### src/cilc_pkg.sv
// Shared types, codes and helpers for the C integer literal converter.
package cilc_pkg;

  // Radix codes as reported on the result beat
  localparam logic [1:0] RADIX_DEC    = 2'd0;
  localparam logic [1:0] RADIX_OCT    = 2'd1;
  localparam logic [1:0] RADIX_HEX    = 2'd2;
  localparam logic [1:0] RADIX_UNUSED = 2'd3;

  // Status codes
  localparam logic [1:0] ST_OK        = 2'd0;
  localparam logic [1:0] ST_DIGIT     = 2'd1;
  localparam logic [1:0] ST_RANGE     = 2'd2;
  localparam logic [1:0] ST_MALFORMED = 2'd3;

  // Characters of interest
  localparam logic [7:0] CH_ZERO  = 8'h30;
  localparam logic [7:0] CH_NINE  = 8'h39;
  localparam logic [7:0] CH_LO_A  = 8'h61;
  localparam logic [7:0] CH_LO_F  = 8'h66;
  localparam logic [7:0] CH_UP_A  = 8'h41;
  localparam logic [7:0] CH_UP_F  = 8'h46;
  localparam logic [7:0] CH_LO_U  = 8'h75;
  localparam logic [7:0] CH_UP_U  = 8'h55;
  localparam logic [7:0] CH_LO_L  = 8'h6c;
  localparam logic [7:0] CH_UP_L  = 8'h4c;
  localparam logic [7:0] CH_LO_X  = 8'h78;
  localparam logic [7:0] CH_UP_X  = 8'h58;

  localparam int unsigned ValueW = 64;
  localparam int unsigned ResW   = 72;  // 71 bits of fields padded to whole bytes

  // Per-token state carried between characters
  typedef struct packed {
    logic [ValueW-1:0] acc;
    logic [1:0]        radix;
    logic [1:0]        pos;
    logic              first_zero;
    logic              in_suffix;
    logic              uns_seen;
    logic [1:0]        long_seen;
    logic [1:0]        err;
  } tok_t;

  // One result beat
  typedef struct packed {
    logic [1:0]        status;
    logic [1:0]        long_letters;
    logic              unsigned_suffix;
    logic [1:0]        radix;
    logic [ValueW-1:0] value;
  } res_t;

  localparam tok_t TOK_CLEAR = '{acc: '0, radix: RADIX_DEC, pos: 2'd0, first_zero: 1'b0,
                                 in_suffix: 1'b0, uns_seen: 1'b0, long_seen: 2'd0,
                                 err: ST_OK};

  // Hex digit decode: bit 4 is the valid flag, bits 3:0 the digit value
  function automatic logic [4:0] digit_of(input logic [7:0] c);
    logic [4:0] r;
    r = 5'd0;
    if (c >= CH_ZERO && c <= CH_NINE) begin
      r = {1'b1, 4'(c - CH_ZERO)};
    end else if (c >= CH_LO_A && c <= CH_LO_F) begin
      r = {1'b1, 4'(c - CH_LO_A + 8'd10)};
    end else if (c >= CH_UP_A && c <= CH_UP_F) begin
      r = {1'b1, 4'(c - CH_UP_A + 8'd10)};
    end
    return r;
  endfunction

endpackage

### src/cilc_core.sv
// Token state registers and the per-character update step.
module cilc_core import cilc_pkg::*; (
  input  logic       clk_i,
  input  logic       rst_ni,
  input  logic       step_i,        // a character is processed this cycle
  input  logic [7:0] char_i,
  input  logic       last_i,
  input  logic       limit_mode_i,
  output res_t       res_o
);

  tok_t tok_q, tok_d;

  // Work one character into the token state
  always_comb begin
    tok_t        t;
    logic [1:0]  err1;
    logic [4:0]  dg;
    logic        dig_ok;
    logic [67:0] prod;
    logic [68:0] sum;
    logic [68:0] limit;
    logic        is_x;
    logic [1:0]  status;
    t      = tok_q;
    err1   = ST_OK;
    dg     = digit_of(char_i);
    dig_ok = 1'b0;
    prod   = '0;
    sum    = '0;
    is_x   = (char_i == CH_LO_X) || (char_i == CH_UP_X);
    limit  = limit_mode_i ? {6'd0, 63'h7fff_ffff_ffff_ffff} : {5'd0, 64'hffff_ffff_ffff_ffff};
    status = ST_OK;

    if (char_i == CH_LO_U || char_i == CH_UP_U) begin
      t.in_suffix = 1'b1;
      if (tok_q.uns_seen) begin
        if (tok_q.err == ST_OK) t.err = ST_MALFORMED;
      end else begin
        t.uns_seen = 1'b1;
      end
    end else if (char_i == CH_LO_L || char_i == CH_UP_L) begin
      t.in_suffix = 1'b1;
      if (tok_q.long_seen >= 2'd2) begin
        if (tok_q.err == ST_OK) t.err = ST_MALFORMED;
      end else begin
        t.long_seen = tok_q.long_seen + 2'd1;
      end
    end else begin
      // A suffix letter followed by more characters was a bad digit after all
      err1 = tok_q.err;
      if (tok_q.in_suffix) begin
        if (tok_q.err == ST_OK || tok_q.err == ST_MALFORMED) err1 = ST_DIGIT;
        t.in_suffix = 1'b0;
        t.uns_seen  = 1'b0;
        t.long_seen = 2'd0;
      end
      t.err = err1;
      if (tok_q.pos == 2'd1 && tok_q.first_zero && tok_q.radix == RADIX_OCT && is_x) begin
        t.radix = RADIX_HEX;
      end else begin
        // Scale by the radix with shifts; an unused radix code counts as decimal
        case (tok_q.radix)
          RADIX_HEX: begin
            prod   = {tok_q.acc, 4'd0};
            dig_ok = dg[4];
          end
          RADIX_OCT: begin
            prod   = {1'b0, tok_q.acc, 3'd0};
            dig_ok = dg[4] && (dg[3:0] < 4'd8);
          end
          default: begin
            prod   = {1'b0, tok_q.acc, 3'd0} + {3'd0, tok_q.acc, 1'b0};
            dig_ok = dg[4] && (dg[3:0] < 4'd10);
          end
        endcase
        sum = {1'b0, prod} + {65'd0, dg[3:0]};
        if (err1 == ST_OK) begin
          if (!dig_ok) begin
            t.err = ST_DIGIT;
          end else if (sum > limit) begin
            t.err = ST_RANGE;
          end else begin
            t.acc = sum[ValueW-1:0];
          end
        end
        if (tok_q.pos == 2'd0 && char_i == CH_ZERO) begin
          t.first_zero = 1'b1;
          t.radix      = RADIX_OCT;
        end
      end
      if (tok_q.pos != 2'd3) t.pos = tok_q.pos + 2'd1;
    end

    // Result fields from the updated state
    status = t.err;
    if (status == ST_OK && (t.pos == 2'd0 || (t.radix == RADIX_HEX && t.pos != 2'd3))) begin
      status = ST_MALFORMED;
    end
    res_o.value           = (status == ST_OK) ? t.acc : '0;
    res_o.radix           = (t.radix == RADIX_HEX || t.radix == RADIX_OCT) ? t.radix
                                                                           : RADIX_DEC;
    res_o.unsigned_suffix = t.uns_seen;
    res_o.long_letters    = t.long_seen;
    res_o.status          = status;

    tok_d = last_i ? TOK_CLEAR : t;
  end

  // Hold the token state; clear it after the last character
  always_ff @(posedge clk_i or negedge rst_ni) begin
    if (!rst_ni) begin
      tok_q <= TOK_CLEAR;
    end else if (step_i) begin
      tok_q <= tok_d;
    end
  end

endmodule

### src/c_integer_literal_converter_top.sv
// Top level of the C integer literal converter: input register, core and result register.
//
// Characters of one integer literal token arrive one per beat, with tlast on the final
// character; one result beat follows each token. Each character passes from the input
// register through combinational radix scaling and limit checking into the token state,
// so the block takes one beat per clock while results are drained, and a result is
// registered as its last character is processed. A result waiting on m_axis_tready
// holds the input register, and with it s_axis_tready, until it is taken. The user must
// write the limit mode via the cfg port while no token is in flight; it is not enforced.
module c_integer_literal_converter_top import cilc_pkg::*; (
  input  logic            clk_i,
  input  logic            rst_ni,
  // Configuration write
  input  logic            cfg_valid_i,
  output logic            cfg_ready_o,
  input  logic            cfg_data_i,      // limit_mode
  // Character stream
  input  logic            s_axis_tvalid,
  output logic            s_axis_tready,
  input  logic [7:0]      s_axis_tdata,    // [7:0] char_code
  input  logic            s_axis_tlast,    // last_char
  // Result stream
  output logic            m_axis_tvalid,
  input  logic            m_axis_tready,
  output logic [ResW-1:0] m_axis_tdata     // [63:0] value, [65:64] radix,
                                           // [66] unsigned_suffix, [68:67] long_letters,
                                           // [70:69] status, [71] zero
);

  logic       limit_mode_q;
  logic       in_valid_q;
  logic [7:0] in_char_q;
  logic       in_last_q;
  logic       advance;
  res_t       res;
  logic       m_valid_q;
  res_t       m_res_q;

  assign cfg_ready_o   = 1'b1;
  assign advance       = in_valid_q && (!m_valid_q || m_axis_tready);
  assign s_axis_tready = !in_valid_q || advance;
  assign m_axis_tvalid = m_valid_q;
  assign m_axis_tdata  = {1'b0, m_res_q};

  // Hold the limit mode
  always_ff @(posedge clk_i or negedge rst_ni) begin
    if (!rst_ni) begin
      limit_mode_q <= 1'b0;
    end else if (cfg_valid_i && cfg_ready_o) begin
      limit_mode_q <= cfg_data_i;
    end
  end

  // Input register: capture a beat, drop it once processed
  always_ff @(posedge clk_i or negedge rst_ni) begin
    if (!rst_ni) begin
      in_valid_q <= 1'b0;
    end else if (s_axis_tvalid && s_axis_tready) begin
      in_valid_q <= 1'b1;
    end else if (advance) begin
      in_valid_q <= 1'b0;
    end
  end

  always_ff @(posedge clk_i) begin
    if (s_axis_tvalid && s_axis_tready) begin
      in_char_q <= s_axis_tdata;
      in_last_q <= s_axis_tlast;
    end
  end

  cilc_core u_core (
    .clk_i        (clk_i),
    .rst_ni       (rst_ni),
    .step_i       (advance),
    .char_i       (in_char_q),
    .last_i       (in_last_q),
    .limit_mode_i (limit_mode_q),
    .res_o        (res)
  );

  // Result register: load on a last character, release when taken
  always_ff @(posedge clk_i or negedge rst_ni) begin
    if (!rst_ni) begin
      m_valid_q <= 1'b0;
    end else if (advance) begin
      m_valid_q <= in_last_q;
    end else if (m_axis_tready) begin
      m_valid_q <= 1'b0;
    end
  end

  always_ff @(posedge clk_i) begin
    if (advance && in_last_q) begin
      m_res_q <= res;
    end
  end

  // A result beat only comes from a processed last character
  assert property (@(posedge clk_i) disable iff (!rst_ni)
    $rose(m_valid_q) |-> $past(advance && in_last_q))
    else $error("result beat without a last character");

  // A stalled result is never overwritten
  assert property (@(posedge clk_i) disable iff (!rst_ni)
    (m_valid_q && !m_axis_tready) |-> !advance)
    else $error("core advanced over a stalled result");

  // Value is zero whenever status reports an error
  assert property (@(posedge clk_i) disable iff (!rst_ni)
    (m_valid_q && m_res_q.status != ST_OK) |-> (m_res_q.value == '0))
    else $error("non-zero value on an error result");

  // Radix code three is never reported
  assert property (@(posedge clk_i) disable iff (!rst_ni)
    m_valid_q |-> (m_res_q.radix != RADIX_UNUSED))
    else $error("unused radix code reported");

endmodule
### config.mk
export PLATFORM = sky130hd
export DESIGN_NAME = c_integer_literal_converter_top
export DESIGN_NICKNAME = d
export VERILOG_FILES = /design/src/cilc_pkg.sv /design/src/cilc_core.sv /design/src/c_integer_literal_converter_top.sv
export SDC_FILE = /design/constraint.sdc
export NUM_CORES = 1
export LEC_CHECK = 0
export BUFFER_PORTS_ARGS = -buffer_cell sky130_fd_sc_hd__buf_2
export CAP_MARGIN = 40
export CORE_MARGIN = 1.5
export CORE_UTILIZATION = 60
export DETAILED_ROUTE_END_ITERATION = 16
export PLACE_DENSITY = 0.91
export SETUP_SLACK_MARGIN = 0.4
export SLEW_MARGIN = 20
export SYNTH_ARGS = -nofsm -noshare
export SYNTH_HDL_FRONTEND = slang
export SYNTH_HIERARCHICAL = 1
export SYNTH_SLANG_ARGS = --single-unit
### constraint.sdc
create_clock -name clk_i -period 23.1 [get_ports clk_i]
set_input_delay 4.62 -clock clk_i [delete_from_list [all_inputs] [get_ports clk_i]]
set_output_delay 4.62 -clock clk_i [all_outputs]
set_load 0.005 [all_outputs]
==> results.py <==
metrics = {
    "synth": {
        "synth_top_family_by_area": "compound AO/OA/AOI/OAI gates",
        "yosysUniqueCellTypes": 103,
        "synth_xor_area_frac": 0.0412,
        "synth_common_cells": "nor2_1, nand2_1, a21oi_1",
        "netlist_area_um2": 15300,
        "synth_top_area_cell": "edfxtp_1",
        "ys_seq_area_frac": 0.285,
        "syn_inst": 1822,
        "ys.flop_type": "edfxtp_1",
        "synth-edff-count": 80,
        "synth.top_cell.area_share": 0.157,
        "synth-adder-area-share": 0.0638,
        "yosysMostFrequentCell": "nor2_1",
        "yosys.area_share.simple": 0.239,
        "ys_warn_count": 6,
        "ys_ff_latch": 158,
        "synth_compound_area_frac": 0.271,
        "postSynthAreaPerCell_um2": 8.39,
        "synthMuxAreaShare": 0.0515,
        "synthTopCellsByArea": "edfxtp_1, dfrtp_1, ha_1",
        "async_flop_share": 0.494,
        "syn-num-nets": 1913,
    },
    "pwr": {
        "p_total_mw": 0.663,
        "p_per_area_nw_per_um2": 40.4,
        "power_frac_comb": 0.073,
        "switching_share": 0.293,
        "clock_power_share": 0.458,
        "power_leakage_nw": 5.89,
        "ir_worst_vdd_v": 0.0000436,
        "p_int_mw": 0.469,
        "seqPwrFrac": 0.469,
        "p_sw_mw": 0.194,
    },
    "floorplan": {
        "coreArea_um2": 25100,
        "die-width_um": 163,
        "die_y_um": 163,
        "initial_core_util": 0.609,
        "die-area_um2": 26400,
        "ios": 90,
        "fp-row-count": 58,
    },
    "timing": {
        "maxSlewHeadroom": 0.342,
        "finalWorstSetupSlack_ns": 13.47,
        "fin_crit_sh": 0.417,
        "fin_skew_ns": 0.0214,
        "max_freq_mhz": 104,
        "worst_slew_pin_slew_ns": 0.983,
        "fin_crit_ns": 9.63,
        "rsz0062_at_grt": "false",
        "hold_slack_ns": 0.598,
        "drv_slew": 0,
        "tns_ns": 0,
        "finalSetupViolCount": 0,
        "hold_violations": 0,
    },
    "place": {
        "port_buffers": 87,
        "pre_cts_slack_ns": 13.47,
        "dp_hpwl_um": 42100,
        "finalWeightedCongestion": 1.05,
    },
    "cts": {
        "clk_latency_ns": 0.44,
        "htreeDepth": 4,
        "tritoncts": "done",
        "hold_buffers": 0,
        "root_buffer": "clkbuf_16",
        "postCtsSetupRepairBufs": 0,
        "ctsLongestPathBuffers": 2,
        "cts.clk_slew.worst_paths_ns": 0.08,
        "numCtsBuffers": 17,
        "cts_num_sinks": 158,
        "cts_resized": 0,
    },
    "worst_setup_path": {
        "path_delay_family": "buffers and inverters",
        "crit_required_ns": 18.48,
        "worstSetupPathType": "primary input to output pin",
        "cp.arrival_ns": 5.01,
        "crit_slowest_cell": "nand3b_4",
        "path_common_cell": "buf_2",
        "endpoint_kind": "output pin",
        "crit_chain": "buf_2 -> nand3b_4 -> buf_2",
        "cp.buffers_inverters": 2,
        "start_kind": "primary input",
        "slowest_delay_ns": 0.15,
        "crit_fanout": 3,
    },
    "global_route": {
        "grt_max_degree": 92,
        "grt_first_pass_wirelength_um": 86700,
        "grt_antenna_before_repair": 0,
        "grt_overflow": 0,
        "grt_pass1_vias": 14900,
        "grtUsageTotal": 0.427,
    },
    "flow_run": {
        "cap_violations": 0,
    },
    "layout": {
        "drive_gt1_frac": 0.109,
        "nNetsFinal": 1928,
        "synthToLayoutAreaGrowth_pct": 7.38,
        "antenna_cells": 0,
        "nFillCells": 2145,
    },
    "routing": {
        "remaining_drc_errors": 0,
        "wl_per_cell_um": 26.0,
        "vias": 16000,
        "ant_nets": 0,
        "first_pass_iters": 6,
        "drt_first_iter_violations": 2313,
        "vias_per_cell": 7.33,
        "drt-total-wl_um": 56600,
    },
    "run_status": {
        "status": "finished, final reports clean",
    },
    "worst_hold_path": {
        "hold_path_class": "register to register",
    },
}
layer usage:
metal	global-route usage	up-vias	share of wire
li1	-	7066	-
met1	0.563	7611	0.40
met2	0.670	1084	0.44
met3	0.0922	220	0.11
met4	0.197	0	0.051
met5	0	-	0
final timing paths:
path / from / to / slack, ns / depth (start not counted)
max reg2reg: u_core/tok_q[13] / u_core/tok_q[46] / 13.81 / 29
min: u_core/tok_q[6] / u_core/tok_q[6] / 0.60 / 1
min reg2reg: u_core/tok_q[6] / u_core/tok_q[6] / 0.60 / 1
max in group asynchronous: rst_ni / u_core/tok_q[70] / 17.95 / 2
max: m_axis_tready / s_axis_tready / 13.47 / 3
min in group asynchronous: rst_ni / u_core/tok_q[25] / 4.12 / 1
layout make-up:
type | instances | area, µm² | area share
clock inverters | 15 | 193 | 0.0117
inverters | 36 | 135 | 0.00823
multi-input cells | 1514 | 10200 | 0.624
flip-flops and latches | 158 | 4350 | 0.265
well taps | 330 | 413 | 0.0252
clock buffers | 17 | 425 | 0.0259
repair buffers | 110 | 653 | 0.0398
registers in the layout (all words and copies together), names as in the netlist:
signal         count
in_char_q          8
in_last_q          1
in_valid_q         1
limit_mode_q       1
m_axis_tdata      71
m_axis_tvalid      1
u_core/tok_q      75
power groups by stage:
stage                     Sequential, mW  Clock (mW)  Combinational [mW]
after floorplan                    0.317           0              0.0269
after detailed placement           0.316           0              0.0477
after global placement             0.316           0              0.0438
after CTS                          0.310       0.305              0.0476
after global routing               0.312       0.315              0.0519
final                              0.311       0.304              0.0484
cell usage in the layout, fill, tap and decap left out, types with 63 or more instances in the layout:
cell type  count
edfxtp_1      80
a22o_1        63
buf_2         90
ha_1          72
a21oi_1      144
nand2_1      170
nor2_1       186
dfrtp_1       78
o21ai_0       86
mux2i_1       73
cell families (layout without fill, tap and decap cells):
group	Yosys count	count (layout)
fa+ha+maj	77	77
xor+xnor	71	71
buf+inv	150	178
flops	158	158
other cells	2	2
mux	78	78
compound gates	588	588
simple gates	698	698
per-stage QoR:
step                      instances   util  cell area [µm²]
after detailed placement       2147  0.628            15800
after CTS                      2179  0.653            16400
final                          2180  0.654            16400
after floorplan                1822      -            15300
after global routing           2180  0.654            16400
after global placement         2138  0.624            15700
(Power assumes the default switching activity.)
